==> config.mk <==
export PLATFORM = sky130hd
export DESIGN_NAME = plc_log_cell
export DESIGN_NICKNAME = d
export VERILOG_FILES = /design/src/rtl/plc_pkg.sv /design/src/rtl/plc_log_cell.sv
export SDC_FILE = /design/constraint.sdc
export NUM_CORES = 1
export LEC_CHECK = 0
export BUFFER_PORTS_ARGS = -buffer_cell sky130_fd_sc_hd__buf_2
export CAP_MARGIN = 20
export CORE_ASPECT_RATIO = 0.8
export CORE_MARGIN = 3
export CORE_UTILIZATION = 50
export DETAILED_ROUTE_END_ITERATION = 6
export PLACE_DENSITY = 0.78
export SETUP_SLACK_MARGIN = 0.1
export SYNTH_ARGS = -nofsm -noshare
export SYNTH_HDL_FRONTEND = slang
export SYNTH_SLANG_ARGS = --single-unit
==> constraint.sdc <==
create_clock -name aclk -period 3.2 [get_ports aclk]
set_input_delay 0.16 -clock aclk [delete_from_list [all_inputs] [get_ports aclk]]
set_output_delay 0.16 -clock aclk [all_outputs]
set_load 0.02 [all_outputs]
==> src/rtl/plc_pkg.sv <==
`timescale 1ns / 1ps
// Shared types, widths and constant tables of the power-law duration codec.
// Depends on nothing; every other file of the block imports it.
package plc_pkg;

    // Fraction bits of the log-domain values and of the mantissas.
    localparam int unsigned FW = 64;
    localparam int unsigned MW = 72;
    // Number of shift-and-add cells in each of the log and exp chains.
    localparam int unsigned NSTEP = 64;
    // Bits of the elaboration-time tables before rounding, and working precision.
    localparam int unsigned RB = 72;
    localparam int unsigned HB = 256;
    // Width of the value whose logarithm is taken.
    localparam int unsigned XW = 28;

    localparam logic [26:0] MAX_DURATION = 27'd120125042;
    localparam logic [15:0] CODE_MAX     = 16'd65535;
    localparam logic [26:0] DUR_MAX      = 27'd134217727;

    // Exponent 1.74 as the ratio 87/50 and its inverse.
    localparam int unsigned ENC_NUM = 50;
    localparam int unsigned ENC_DEN = 87;
    localparam int unsigned DEC_NUM = 87;
    localparam int unsigned DEC_DEN = 50;

    typedef enum logic {
        CMD_ENCODE = 1'b0,
        CMD_DECODE = 1'b1
    } plc_cmd_t;

    // Control that travels beside each item through the cell chains.
    typedef struct packed {
        logic     valid;
        plc_cmd_t cmd;
        logic     clamped;
        logic     zero;
        logic [4:0] expo;
    } plc_side_t;

    // Fraction bits of log2(1 + 2^-k), found by repeated squaring.
    function automatic logic [RB-1:0] plc_log2_bits(input int unsigned k);
        logic [HB+1:0]   y;
        logic [2*HB+3:0] sq;
        logic [RB-1:0]   r;
        y = '0;
        y[HB] = 1'b1;
        y[HB-k] = 1'b1;
        r = '0;
        for (int i = RB - 1; i >= 0; i--) begin
            sq = (2*HB+4)'(y) * (2*HB+4)'(y);
            y  = sq[2*HB+1:HB];
            if (y[HB+1]) begin
                r[i] = 1'b1;
                y    = y >> 1;
            end
        end
        return r;
    endfunction

    // log2(1 + 2^-k) scaled by the exponent of the selected command.
    function automatic logic [FW:0] plc_log_step(input int unsigned k, input logic dec);
        logic [RB-1:0] t;
        logic [RB+7:0] s;
        t = plc_log2_bits(k);
        if (dec) begin
            s = ((RB+8)'(t) * (RB+8)'(DEC_NUM)) / DEC_DEN;
        end else begin
            s = ((RB+8)'(t) * (RB+8)'(ENC_NUM)) / ENC_DEN;
        end
        s = s + (RB+8)'(128);
        return s[FW+8:8];
    endfunction

    // Unscaled log2(1 + 2^-k) for the exponential chain.
    function automatic logic [FW-1:0] plc_exp_step(input int unsigned k);
        logic [RB:0] t;
        t = (RB+1)'(plc_log2_bits(k)) + (RB+1)'(128);
        return t[FW+7:8];
    endfunction

    // Exponent of the selected command with RB fraction bits.
    function automatic logic [RB+1:0] plc_kconst(input logic dec);
        logic [RB+7:0] one_q;
        logic [RB+7:0] r;
        one_q = '0;
        one_q[RB] = 1'b1;
        if (dec) begin
            r = (one_q * (RB+8)'(DEC_NUM)) / DEC_DEN;
        end else begin
            r = (one_q * (RB+8)'(ENC_NUM)) / ENC_DEN;
        end
        return r[RB+1:0];
    endfunction

endpackage

==> src/rtl/plc_log_cell.sv <==
`timescale 1ns / 1ps
// One cell of the logarithm chain: tries the factor (1 + 2^-STEP) on the mantissa.
// Depends on plc_pkg for widths, the side struct and the step constants.
module plc_log_cell import plc_pkg::*; #(
    parameter int unsigned STEP = 1
) (
    input  logic            aclk,
    input  logic            aresetn,
    input  logic            en,
    input  plc_side_t       side_in,
    input  logic [MW:0]     m_in,
    input  logic [FW+1:0]   acc_in,
    output plc_side_t       side_out,
    output logic [MW:0]     m_out,
    output logic [FW+1:0]   acc_out
);

    localparam logic [FW:0] STEP_ENC = plc_log_step(STEP, 1'b0);
    localparam logic [FW:0] STEP_DEC = plc_log_step(STEP, 1'b1);

    plc_side_t       side_reg;
    logic [MW:0]     m_reg, m_next;
    logic [FW+1:0]   acc_reg, acc_next;
    logic [MW+1:0]   cand;
    logic [FW:0]     step_val;

    // The factor is taken while the product stays below two.
    always_comb begin
        cand     = {1'b0, m_in} + {1'b0, m_in >> STEP};
        step_val = (side_in.cmd == CMD_DECODE) ? STEP_DEC : STEP_ENC;
        if (!cand[MW+1]) begin
            m_next   = cand[MW:0];
            acc_next = acc_in + {1'b0, step_val};
        end else begin
            m_next   = m_in;
            acc_next = acc_in;
        end
    end

    always_ff @(posedge aclk) begin
        if (!aresetn) begin
            side_reg <= '0;
        end else if (en) begin
            side_reg <= side_in;
        end
    end

    always_ff @(posedge aclk) begin
        if (en) begin
            m_reg   <= m_next;
            acc_reg <= acc_next;
        end
    end

    assign side_out = side_reg;
    assign m_out    = m_reg;
    assign acc_out  = acc_reg;

endmodule

==> results.txt <==
Worst-path clk slew: 0.07 ns
Worst Path Required: 3.40 ns
period utilization: 93.7%
Post-Route WL: 40,600 um
maximum clock insertion buffer count: 2
Layout Skew: 0 ns
final max-slew violation count: 0
Worst Setup Start Kind: input port
Worst Setup End Kind: flip-flop
GRT Total Usage: 28.6%
unrepaired setup endpoints after global routing: no
htree depth: 4
top cells by area, synth: edfxtp_1, ha_1, nand2_1, a21oi_1, xnor2_1
Core ar.: 24,800 sq um
#FFs+latches synth: 148
first-pass GRT wire length: 63,200 um
wire length per cell: 18.1 um
die height: 149 um
Root Buffer: clkbuf_16
P&R area growth vs syn: 28.1%
Initial Util: 51.8%
CTS Sinks: 148
final-report hold violation count: 0
sequential-to-total area share from yosys stat: 34.0%
worst setup margin: 0.202 ns
Syn Area/Cell: 8.68 sq um
aggregate global routing overflow: 0
Critical Path AT: 3.20 ns
Core Util, Final: 66.3%
Post-synth top cells: nand2_1, edfxtp_1, a21oi_1
leading area contributor after synthesis: edfxtp_1
relative slew slack: 62.0%
Syn Nets: 1,736
DIE WIDTH: 185 um
final net count: 2,168
I/O pins: 299
largest net degree at the start of global routing: 51
cells after synthesis: 1,477
yosys warns: 0
Final Power: 7750 uW
Place WS: -0.150 ns
DP HPWL: 32,300 um
Vias per Instance: 5.80
Die ar.: 27,600 sq um
count of cell types in the netlist: 87
Final setup viols: 0
dpl cells: 2,201
Rows: 51
power per cell area: 472 nW/um^2
worst-path fanout max: 8
status: complete, no violations
non-filler cells, final: 2,245
Post-synth EDFFs: 139
Max IR drop VDD: 0.000384 V
FMAX: 334 MHz
# DRC: 0
worst hold slack: 0.0210 ns
final critical-path required period: 3.00 ns
Lkg Pwr: 0.00712 uW
vias: 13,000
Worst-Skew Late Latency: 0.44 ns
sequential standard cell area: 4350 sq um
Fillers: 2,108
GPL Wtd Cong: 0.990
Synth top area share: 32.6%
FFs w/ async S/R, synth: 0%
vias in the first global route: 12,400
initial antenna violation count: 6
multi-input logic area: 7980 sq um
I/O Buffers: 298
ys flop type: edfxtp_1
Inserted Clock Buffers: 17
worst hold path type: in -> reg
DRT antenna net count: 0
slew of the pin with the lowest slew margin: 0.565 ns
max-cap check violation count: 0
cell area after synthesis: 12,800 sq um
top-count cell post-synth: nand2_1
DRT Pass-1 Iters: 6
DRT iter0 DRCs: 1,054
critical path type: in -> reg
share of cells above drive strength 1: 27.5%
TritonCTS clock tree: done
## per-stage QoR
step	instance area [sq um]	setup TNS, ns
detailed placement	15700	-1.35
CTS	16400	0
floorplan	12800	0
global route	16400	0
global placement	15700	-0.848
finish	16400	0
## worst max-delay path: stages
cell        delay (ns)
buf_2             0.12
clkinvlp_4        0.23
ha_1              0.39
and4_2            0.28
and3_1            0.19
and3_1            0.21
nand3_1           0.10
and2_1            0.20
o41ai_1           0.37
buf_4             0.18
o211ai_1          0.11
a21bo_2           0.25
xnor2_1           0.12
mux2_1            0.29
## metal layers
layer	vias to the layer above	global-route usage [%]	share of wire (%)
met3	69	6.36	8.0
met4	2	9.49	2.4
met5	-	0	0.037
met1	6083	39.2	45
met2	520	44.9	45
li1	6343	-	-
## state kept, by name, summed over array words and instances, names as in the netlist
| name | count |
|---|---|
| m_out | 73 |
| side_out | 9 |
| acc_out | 66 |
## cell families after synthesis
logic type	synth area share [%]
buf+inv	3.90
simple gates	17.9
fa+ha+maj	10.6
compound gates	23.8
flops	34.0
xor+xnor	8.61
mux	1.20
## cells in the final DEF (no fill, tap or decap), drive strengths merged, types with 7 or more instances in the layout
| cell type | n |
|---|---|
| nand3 | 27 |
| nand4 | 32 |
| or3 | 8 |
| xor2 | 58 |
| o21a | 17 |
| a21oi | 128 |
| mux2i | 12 |
| ha | 107 |
| clkbuf | 20 |
| nor2 | 86 |
| and2 | 12 |
| o31ai | 14 |
| xnor2 | 68 |
| edfxtp | 139 |
| nor3 | 29 |
| a21o | 35 |
| a211oi | 9 |
| inv | 47 |
| nor4 | 7 |
| a2111oi | 7 |
| buf | 468 |
| o21ai | 169 |
| nor2b | 18 |
| dfxtp | 9 |
| nand2b | 9 |
| o211ai | 11 |
| o21bai | 21 |
| a31oi | 14 |
| dlygate4sd3 | 7 |
| and3 | 10 |
| nand2 | 224 |
| a211o | 7 |
## area by class of cell
cell class	instances	share of cell area, %
inverter	41	0.960
clock buffer	20	2.92
multi-input combinational	1226	48.6
timing repair buffer	475	17.9
sequential	148	26.5
clock inverter	12	0.655
tap	318	2.42
antenna	5	0.0762
## repair_timing
item | CTS | global route
endpoints found under the setup margin | 0 | 5
hold buffers | 7 | 0
setup buffers | 0 | 0
hold endpoints to repair | 7 | 0
resized for setup | 0 | 4
## report_power, final
| part | switching, uW | total (uW) | internal, uW |
|---|---|---|---|
| Sequential | 93.5 | 2630 | 2530 |
| Clock | 929 | 2040 | 1110 |
| Combinational | 1840 | 3080 | 1240 |
## worst paths after layout
path                             startpoint           to  slack, ns  cells after the start
worst max-delay path             side_in[7]  acc_out[62]       0.20                     14
worst min register to register  side_out[3]  side_out[3]       0.53                      2
worst max register to register  side_out[5]  side_out[5]       2.54                      2
worst min-delay path             acc_in[47]  acc_out[47]       0.02                      3
Power figures use the tool's default switching activity.
