$ cat config.mk
export PLATFORM = sky130hd
export DESIGN_NAME = plc_exp_cell
export DESIGN_NICKNAME = d
export VERILOG_FILES = /design/src/rtl/plc_pkg.sv /design/src/rtl/plc_exp_cell.sv
export SDC_FILE = /design/constraint.sdc
export NUM_CORES = 1
export LEC_CHECK = 0
export ABC_AREA = 1
export BUFFER_PORTS_ARGS = -buffer_cell sky130_fd_sc_hd__buf_4
export CAP_MARGIN = 20
export CORE_MARGIN = 2
export CORE_UTILIZATION = 40
export DETAILED_ROUTE_END_ITERATION = 6
export GPL_TIMING_DRIVEN = 0
export SLEW_MARGIN = 0
export SYNTH_ARGS = -nofsm -noshare
export SYNTH_HDL_FRONTEND = slang
export SYNTH_SLANG_ARGS = --single-unit
$ cat constraint.sdc
create_clock -name aclk -period 3.58 [get_ports aclk]
set_clock_uncertainty 0.15 [all_clocks]
set_input_delay 0.895 -clock aclk [delete_from_list [all_inputs] [get_ports aclk]]
set_output_delay 0.895 -clock aclk [all_outputs]
set_load 0.03 [all_outputs]
$ cat src/rtl/plc_pkg.sv
`timescale 1ns / 1ps
// Shared types, widths and constant tables of the power-law duration codec.
// Depends on nothing; every other file of the block imports it.
package plc_pkg;

    // Fraction bits of the log-domain values and of the mantissas.
    localparam int unsigned FW = 64;
    localparam int unsigned MW = 72;
    // Number of shift-and-add cells in each of the log and exp chains.
    localparam int unsigned NSTEP = 64;
    // Bits of the elaboration-time tables before rounding, and working precision.
    localparam int unsigned RB = 72;
    localparam int unsigned HB = 256;
    // Width of the value whose logarithm is taken.
    localparam int unsigned XW = 28;

    localparam logic [26:0] MAX_DURATION = 27'd120125042;
    localparam logic [15:0] CODE_MAX     = 16'd65535;
    localparam logic [26:0] DUR_MAX      = 27'd134217727;

    // Exponent 1.74 as the ratio 87/50 and its inverse.
    localparam int unsigned ENC_NUM = 50;
    localparam int unsigned ENC_DEN = 87;
    localparam int unsigned DEC_NUM = 87;
    localparam int unsigned DEC_DEN = 50;

    typedef enum logic {
        CMD_ENCODE = 1'b0,
        CMD_DECODE = 1'b1
    } plc_cmd_t;

    // Control that travels beside each item through the cell chains.
    typedef struct packed {
        logic     valid;
        plc_cmd_t cmd;
        logic     clamped;
        logic     zero;
        logic [4:0] expo;
    } plc_side_t;

    // Fraction bits of log2(1 + 2^-k), found by repeated squaring.
    function automatic logic [RB-1:0] plc_log2_bits(input int unsigned k);
        logic [HB+1:0]   y;
        logic [2*HB+3:0] sq;
        logic [RB-1:0]   r;
        y = '0;
        y[HB] = 1'b1;
        y[HB-k] = 1'b1;
        r = '0;
        for (int i = RB - 1; i >= 0; i--) begin
            sq = (2*HB+4)'(y) * (2*HB+4)'(y);
            y  = sq[2*HB+1:HB];
            if (y[HB+1]) begin
                r[i] = 1'b1;
                y    = y >> 1;
            end
        end
        return r;
    endfunction

    // log2(1 + 2^-k) scaled by the exponent of the selected command.
    function automatic logic [FW:0] plc_log_step(input int unsigned k, input logic dec);
        logic [RB-1:0] t;
        logic [RB+7:0] s;
        t = plc_log2_bits(k);
        if (dec) begin
            s = ((RB+8)'(t) * (RB+8)'(DEC_NUM)) / DEC_DEN;
        end else begin
            s = ((RB+8)'(t) * (RB+8)'(ENC_NUM)) / ENC_DEN;
        end
        s = s + (RB+8)'(128);
        return s[FW+8:8];
    endfunction

    // Unscaled log2(1 + 2^-k) for the exponential chain.
    function automatic logic [FW-1:0] plc_exp_step(input int unsigned k);
        logic [RB:0] t;
        t = (RB+1)'(plc_log2_bits(k)) + (RB+1)'(128);
        return t[FW+7:8];
    endfunction

    // Exponent of the selected command with RB fraction bits.
    function automatic logic [RB+1:0] plc_kconst(input logic dec);
        logic [RB+7:0] one_q;
        logic [RB+7:0] r;
        one_q = '0;
        one_q[RB] = 1'b1;
        if (dec) begin
            r = (one_q * (RB+8)'(DEC_NUM)) / DEC_DEN;
        end else begin
            r = (one_q * (RB+8)'(ENC_NUM)) / ENC_DEN;
        end
        return r[RB+1:0];
    endfunction

endpackage

$ cat src/rtl/plc_exp_cell.sv
`timescale 1ns / 1ps
// One cell of the exponential chain: spends log2(1 + 2^-STEP) of the fraction.
// Depends on plc_pkg for widths, the side struct and the step constants.
module plc_exp_cell import plc_pkg::*; #(
    parameter int unsigned STEP = 1
) (
    input  logic            aclk,
    input  logic            aresetn,
    input  logic            en,
    input  plc_side_t       side_in,
    input  logic [FW-1:0]   f_in,
    input  logic [MW+1:0]   p_in,
    output plc_side_t       side_out,
    output logic [FW-1:0]   f_out,
    output logic [MW+1:0]   p_out
);

    localparam logic [FW-1:0] STEP_T = plc_exp_step(STEP);

    plc_side_t       side_reg;
    logic [FW-1:0]   f_reg, f_next;
    logic [MW+1:0]   p_reg, p_next;

    always_comb begin
        if (f_in >= STEP_T) begin
            f_next = f_in - STEP_T;
            p_next = p_in + (p_in >> STEP);
        end else begin
            f_next = f_in;
            p_next = p_in;
        end
    end

    always_ff @(posedge aclk) begin
        if (!aresetn) begin
            side_reg <= '0;
        end else if (en) begin
            side_reg <= side_in;
        end
    end

    always_ff @(posedge aclk) begin
        if (en) begin
            f_reg <= f_next;
            p_reg <= p_next;
        end
    end

    assign side_out = side_reg;
    assign f_out    = f_reg;
    assign p_out    = p_reg;

endmodule

==> impl_summary.log, run 1 <==
INFO  metric maximum_number_of_pins_on_one_net_before_global_route_repair = 98
INFO  metric synthesis.instances = 2416
INFO  metric final_cell_count_no_fill = 3208
INFO  metric final_layout_size_suffix_gt1_share = ~14%
INFO  metric timing.final.crit_share = between 90% and 100%
INFO  metric rsz_0062_raised_after_global_routing = false
INFO  metric fin_crit = 3.29 ns
INFO  metric clock-sinks = around 150
INFO  metric clk_pin_slew = 0.07 ns
INFO  metric detail_route.vias_per_cell = between 5 and 6
INFO  metric worst_slew_margin = about half
INFO  metric path_class = in2reg
INFO  metric floorplan.initialDensity = between 40 and 50%
INFO  metric final_hold_viol_count = 0
INFO  metric dp.final_hpwl = slightly below 50000 µm
INFO  metric endpoint_kind_of_the_worst_setup_timing_path = flop
INFO  metric vias_in_the_first_global_route = about 15k
INFO  metric post_drt_wl_per_cell = between 15 and 20 µm
INFO  metric synth_top_flop_cell = edfxtp_1
INFO  metric syn-mean-instance-area = approximately 6.1 µm²
INFO  metric result_of_the_run = finished, final reports clean
INFO  metric die-height = about 200 µm
INFO  metric clk-insertion-delay-late = 0.45 ns
INFO  metric postRouteWirelength = approximately 57000 µm
INFO  metric drc_errors = 0
INFO  metric min_path_type = reg2reg
INFO  metric max_cap_violations = 0
INFO  metric wire_length_of_the_first_global_routing_pass = between 80000 and 90000 µm
INFO  metric crit_fanout = 4
INFO  metric post_synth_num_cell_types = 42
INFO  metric finalWeightedCongestion = about 1
INFO  metric number_of_violations_reported_at_the_end_of_detailed_routing_iteration_0 = around 1.2k
INFO  metric postSynthNetCount = around 2.6k
INFO  metric globalRouteTotalUtil = between 20% and 30%
INFO  metric cts_repair_resize_count = 0
INFO  metric final_antenna_net_count = 0
INFO  metric cp.required = 3.64 ns
INFO  metric antenna_cells = 0
INFO  metric fp-row-count = 70
INFO  metric worst_ep_arrival_time = roughly 3.4 ns
INFO  metric ios = 297
INFO  metric dieWidth = 196 µm
INFO  metric dp_cells = 3176
INFO  metric postCtsSetupRepairBufs = 0
INFO  metric root_buffer = clkbuf_16
INFO  metric hold_buffers = 0
INFO  metric clock.fmax = 304 MHz
INFO  metric synth-seq-cells = 147
INFO  metric place.port_buffers = 291
INFO  metric ys.warnings.count = 0
INFO  metric power_density_of_the_placed_cells = roughly 360 mW/mm²
INFO  metric fraction_of_the_yosys_area_taken_by_sequential_cells = just under 30%
INFO  metric die_ar = roughly 0.038 mm²
INFO  metric postLayoutCellArea = 0.0181 mm²
INFO  metric clock_path_buffers = 2
INFO  metric antenna_violations_before_repair = 0
INFO  metric total_leakage_power = about 9.2 nW
INFO  metric count_of_flip_flops_with_a_built_in_enable_after_synthesis = around 140
INFO  metric critPathLaunchType = input port
INFO  metric synth_async_sr_flop_share = 0%
INFO  metric detailedRoute.firstPassIterationCount = 6
INFO  metric layout.core_utilization = about half
INFO  metric cts-htree-levels = 4
INFO  metric worst-slew-pin-transition = around 0.74 ns
INFO  metric post_route_setup_tns = 0 ns
INFO  metric mappedNetlistArea = approximately 0.015 mm²
INFO  metric total_cts_buffers = 17
INFO  metric maxSlewViolCount = 0
INFO  metric num-nets-final = between 2k and 3k
INFO  metric sum_of_overflow_across_all_layers_after_global_routing = 0
INFO  metric setup_viol_count_final = 0
INFO  metric vias = 16.4k
INFO  metric tritoncts = done
INFO  metric area_growth_syn_to_layout = 22.8%
INFO  metric vdd_ir_drop_max = 364 µV
INFO  metric dpl-instance-area = ~0.018 mm²
INFO  metric core_region_area = about 0.036 mm²
-- per-layer routing --
layer	wire, µm	up-vias	global-route usage (%)
met3	3140	83	3.58
met1	25500	7451	38.3
met2	27000	532	50.7
met5	0	-	0
li1	-	8306	-
met4	1740	0	10.9
-- through the flow --
stage	hold slack, ns	power [W]	setup WS [ns]
detailed placement	0.341	0.00465	-0.116
finish	0.362	0.00642	0.288
global placement	0.327	0.00464	-0.135
global route	0.407	0.00674	0.229
CTS	0.365	0.00645	0.364
floorplan	0.492	0.00369	0.637
-- cell families (layout without fill, tap and decap cells) --
kind of cell	Yosys count	count (layout)	share of synthesized area, %
AO/OA/AOI/OAI	279	279	9.96
XOR/XNOR	48	48	2.85
adder cells (fa/ha/maj)	75	75	6.42
buffers and inverters	433	757	11.6
flip-flops	147	147	29.4
AND/OR/NAND/NOR	1434	1434	39.8
-- synth_stat cells, types with 2 or more instances --
library cell / number / area share (%)
o21ai_0: 94 / 3.2
or2_2: 6 / 0.25
buf_2: 13 / 0.44
nor3_2: 4 / 0.27
inv_2: 9 / 0.23
nand2_1: 933 / 24
xor2_1: 16 / 0.95
nor2_1: 241 / 6.1
edfxtp_1: 138 / 28
o21ai_1: 39 / 1.3
nand3_1: 163 / 5.5
buf_6: 5 / 0.38
dfxtp_1: 9 / 1.2
a21oi_1: 117 / 4.0
a31oi_1: 7 / 0.30
o21bai_1: 9 / 0.46
ha_1: 74 / 6.3
nor4_1: 13 / 0.55
buf_4: 9 / 0.46
a21boi_0: 3 / 0.15
inv_1: 389 / 9.9
and2_1: 3 / 0.13
clkbuf_1: 6 / 0.15
nand3b_1: 20 / 1.0
a21o_1: 2 / 0.10
nor3_1: 24 / 0.82
a21oi_2: 2 / 0.12
o21ai_2: 2 / 0.12
o31ai_1: 2 / 0.10
nor2_2: 4 / 0.17
nand2_2: 3 / 0.13
nand4_1: 15 / 0.64
nor3b_1: 2 / 0.10
xnor2_1: 32 / 1.9
-- layout make-up --
class / instances / area (µm²)
buffer: 34 / 216
clock buffer: 17 / 425
clock inverter: 15 / 130
fill: 3903 / 18400
inverter: 399 / 1500
multi-input combinational: 1836 / 8690
sequential: 147 / 4320
tap: 468 / 586
timing repair buffer: 292 / 2220
-- critical path: stages --
cell and delay [ns]:
buf_4 0.13, ha_1 0.22, fa_1 0.45, nand2_1 0.10
nand2_1 0.08, nand3_1 0.09, nand2_1 0.16, nand2_1 0.11
nand3_1 0.22, nand2_1 0.14, nand2_1 0.27, nand2_1 0.25
nand3_1 0.09, nand3_1 0.09, nand2_1 0.05
-- worst paths after layout --
path                             startpoint     endpoint  slack (ns)  cells past startpoint
worst max-delay path                p_in[1]    p_out[72]        0.29                     15
worst min register to register  side_out[7]  side_out[7]        0.36                      2
worst min-delay path            side_out[7]  side_out[7]        0.36                      2
worst max register to register  side_out[4]  side_out[4]        2.78                      2
-- sequential cells by signal, summed over array words and instances (netlist names) --
register	cells
p_out	74
f_out	64
side_out	9
-- power by group --
part           total, W  switching [W]  internal, W
registers       0.00217      0.0000632      0.00211
logic           0.00246        0.00164     0.000821
clock network   0.00179       0.000870     0.000918
total           0.00642        0.00258      0.00385
-- cell usage in the layout, fill, tap and decap left out, types with 7 or more instances in the layout --
master,count
a21oi_1,117
a31oi_1,7
buf_2,13
buf_4,299
clkbuf_16,17
dfxtp_1,9
edfxtp_1,138
ha_1,74
inv_1,389
inv_2,9
nand2_1,933
nand3_1,163
nand3b_1,20
nand4_1,15
nor2_1,241
nor3_1,24
nor4_1,13
o21ai_0,94
o21ai_1,39
o21bai_1,9
xnor2_1,32
xor2_1,16
No activity file was read; power rests on OpenSTA's default activity.
==> inputs of run 2 (changes only) <==
ABC_AREA = not set   (was 1)
CORE_MARGIN = not set   (was 2)
GPL_TIMING_DRIVEN = not set   (was 0)
==> impl_summary.log, run 2 <==
INFO  metric result_of_the_run = finished, final reports clean
INFO  metric floorplan.initialDensity = 40.6% (+0.22 points)
INFO  metric sum_of_overflow_across_all_layers_after_global_routing = 0 (unchanged)
INFO  metric critPathLaunchType = input port
INFO  metric fraction_of_the_yosys_area_taken_by_sequential_cells = 38.4% (+9.0 points)
INFO  metric number_of_flip_flops_under_the_largest_register_name = 74 (unchanged)
INFO  metric yosys.cell_count.top_type = nand2_1
INFO  metric syn-mean-instance-area = 9.21 µm² (+51%)
INFO  metric clock_path_buffers = 2 (unchanged)
INFO  metric final_antenna_net_count = 0 (unchanged)
INFO  metric timing.final.crit_share = 98.1% (+6.2 points)
INFO  metric final_hold_viol_count = 0 (unchanged)
INFO  metric wire_length_of_the_first_global_routing_pass = 54000 µm (-37%)
INFO  metric die-height = 170 µm (-13%)
INFO  metric groute.layer.met2.usage = 40.8% (-9.9 points)
INFO  metric power.share.clock = 29.1% (+1.3 points)
INFO  metric cp.required = 3.56 ns (-0.08 ns)
INFO  metric post_drt_wl_per_cell = 16.3 µm (-8.8%)
INFO  metric endpoint_kind_of_the_worst_setup_timing_path = flop
INFO  metric hold_buffers = 0 (unchanged)
INFO  metric power_density_of_the_placed_cells = 397 mW/mm² (+12%)
INFO  metric synth_top_flop_cell = edfxtp_1
INFO  metric fin_total_pwr = 0.00655 W (+1.9%)
INFO  metric count_of_flip_flops_with_a_built_in_enable_after_synthesis = 138 (unchanged)
INFO  metric grt_most_used_layer = met2
INFO  metric ys.warnings.count = 0 (unchanged)
INFO  metric postSynthNetCount = 1447 (-45%)
INFO  metric dieWidth = 170 µm (-13%)
INFO  metric mappedNetlistArea = 0.0113 mm² (-24%)
INFO  metric commonest_cells_after_routing_fill_and_taps_aside = buf_4 (540), nand2_1 (160), edfxtp_1 (138), o21ai_0 (96), a21oi_1 (94)
INFO  metric clk_pin_slew = 0.07 ns (about the same)
INFO  metric comb_power_share = 37.7% (-0.6 points)
INFO  metric clk-insertion-delay-late = 0.43 ns (-0.02 ns)
INFO  metric worst-slew-pin-transition = 0.478 ns (-0.257 ns)
INFO  metric vdd_ir_drop_max = 238 µV (-35%)
INFO  metric synth-seq-cells = 147 (unchanged)
INFO  metric drc_errors = 0 (unchanged)
INFO  metric vias = 11.1k (-32%)
INFO  metric dpl-instance-area = 0.0157 mm² (-11%)
INFO  metric crit_fanout = 3 (-1)
INFO  metric root_buffer = clkbuf_16
INFO  metric area_growth_syn_to_layout = 46.6%
INFO  metric final_common_cell = buf_4
INFO  metric rsz_0062_raised_after_global_routing = true
INFO  metric setup_viol_count_final = 0 (unchanged)
INFO  metric grtUsageMet3 = 4.69% (+1.1 points)
INFO  metric clock.fmax = 285 MHz (-6.3%)
INFO  metric worst_slew_margin = 67.8% (+17 points)
INFO  metric max_cap_violations = 0 (unchanged)
INFO  metric clock-sinks = 147 (unchanged)
INFO  metric total_cts_buffers = 17 (unchanged)
INFO  metric cell_internal_pwr = 0.00421 W (+9.5%)
INFO  metric power_switching = 0.00233 W (-9.5%)
INFO  metric worst_ep_arrival_time = 3.50 ns (+0.15 ns)
INFO  metric cts-htree-levels = 4 (unchanged)
INFO  metric maximum_number_of_pins_on_one_net_before_global_route_repair = 57 (-42%)
INFO  metric globalRouteTotalUtil = 23.9% (-5.7 points)
INFO  metric detail_route.vias_per_cell = 5.21 (+2.2%)
INFO  metric detailedRoute.firstPassIterationCount = 7 (+1)
INFO  metric num-nets-final = 1960 (-34%)
INFO  metric layout.core_utilization = 59.6% (+9.9 points)
INFO  metric min_path_type = reg2reg
INFO  metric path_class = in2reg
INFO  metric maxSlewViolCount = 0 (unchanged)
INFO  metric fin_crit = 3.51 ns (+0.221 ns)
INFO  metric dp.final_hpwl = 27700 µm (-43%)
INFO  metric total_leakage_power = 7.21 nW (-21%)
INFO  metric post_synth_num_cell_types = 75 (+79%)
INFO  metric finalWeightedCongestion = 0.916 (-10%)
INFO  metric synth_area_leaders = edfxtp_1 (37%), ha_1 (8.2%), nand2_1 (5.4%)
INFO  metric core_region_area = 0.0277 mm² (-24%)
INFO  metric power.sequential.fraction = 33.3% (-0.5 points)
INFO  metric antenna_violations_before_repair = 3 (+3)
INFO  metric fp-row-count = 61 (-13%)
INFO  metric place.port_buffers = 296 (+1.7%)
INFO  metric postLayoutCellArea = 0.0165 mm² (-8.7%)
INFO  metric post-route-worst-setup-slack = 0.0669 ns (-0.221 ns)
INFO  metric ys_top_cells_by_count = nand2_1 (161), edfxtp_1 (138), o21ai_0 (103)
INFO  metric synth_top_cell_by_area = edfxtp_1
INFO  metric number_of_violations_reported_at_the_end_of_detailed_routing_iteration_0 = 613 (-47%)
INFO  metric yosysTopAreaCellShare = 36.8% (+8.7 points)
INFO  metric detailedPlace.worstSlack = -0.417 ns (-0.301 ns)
INFO  metric synthesis.instances = 1222 (-49%)
INFO  metric tritoncts = done
INFO  metric ios = 297 (unchanged)
INFO  metric swShare = 35.6% (-4.5 points)
INFO  metric postRouteWirelength = 34700 µm (-39%)
INFO  metric vias_in_the_first_global_route = 10.8k (-30%)
INFO  metric final.hold.worst_slack = 0.380 ns (+0.0175 ns)
INFO  metric final_layout_size_suffix_gt1_share = 37.0% (+23 points)
INFO  metric die_ar = 0.0288 mm² (-25%)
INFO  metric met1_usage = 30.1% (-8.2 points)
INFO  metric synth_async_sr_flop_share = 0% (unchanged)
## run 2: cell types whose count changed after synthesis, moves of 35 or more
cell     delta
a21o_1     +35
inv_1     -367
nand2_1   -772
nand3_1   -135
nor2_1    -165
xor2_1     +42
## run 2: worst paths after layout
path / from / depth (start not counted) / slack (ns) / to
setup / recovery: p_in[0] / 13 / 0.07 / p_out[68]
hold / removal: side_out[2] / 2 / 0.38 / side_out[2]
setup reg to reg: side_out[7] / 2 / 2.81 / side_out[7]
hold reg to reg: side_out[2] / 2 / 0.38 / side_out[2]
## run 2: power by group through the flow
stage	logic (W)	clock network, W	registers (W)
floorplan	0.000928	0	0.00260
global placement	0.00239	0	0.00222
detailed placement	0.00241	0	0.00222
CTS	0.00242	0.00195	0.00218
global route	0.00267	0.00201	0.00219
finish	0.00247	0.00190	0.00218
## run 2: cell families (layout without fill, tap and decap cells)
family	Yosys count	in the layout	synth area share, %
DFF	147	147	38.4
other	0	3	0
buffers and inverters	80	606	3.19
and+or+nand+nor	403	403	17.2
xor gates and xnor gates	120	120	9.34
muxes	12	12	1.08
AOI/OAI and AO/OA	385	385	22.4
adders and majority gates	75	75	8.40
## run 2: per-layer routing
layer | part of all wire, % | routed length (µm) | vias to the layer above
met2 | 48 | 16500 | 320
li1 | - | - | 5594
met4 | 2.0 | 692 | 0
met5 | 0 | 0 | -
met1 | 44 | 15300 | 5140
met3 | 6.4 | 2230 | 47
## run 2: what timing repair did
action,in CTS,in global routing
setup buffers,0,5
endpoints found under the setup margin,0,26
gates resized for setup,0,42
## run 2: final cells by class
cell class                      count  area (µm²)
Clock buffer                       17         425
Sequential cell                   147        4320
Fill cell                        2524       11200
Inverter                           22        82.6
Clock inverter                     15         180
Timing Repair Buffer              552        4250
Antenna cell                        3        7.51
Tap cell                          378         473
Multi-Input combinational cell    995        6760
## run 2: worst max-delay path, cell delays in order
cell and delay, ns:
buf_4 0.12, ha_4 0.16, fa_2 0.35, a211oi_2 0.24, o21bai_1 0.12, a21oi_2 0.21, o31a_1 0.27, o32ai_4 0.15
o31ai_4 0.37, nor3_1 0.09, nor2_1 0.15, mux2i_1 0.19, o211ai_1 0.16
## run 2: stage by stage
stage          TNS, ns  std cells
3_5_place_dp    -20.29       2090
6_report             0       2129
2_1_floorplan        0       1222
5_1_grt        -0.0638       2127
4_1_cts              0       2122
3_3_place_gp    -16.41       2090
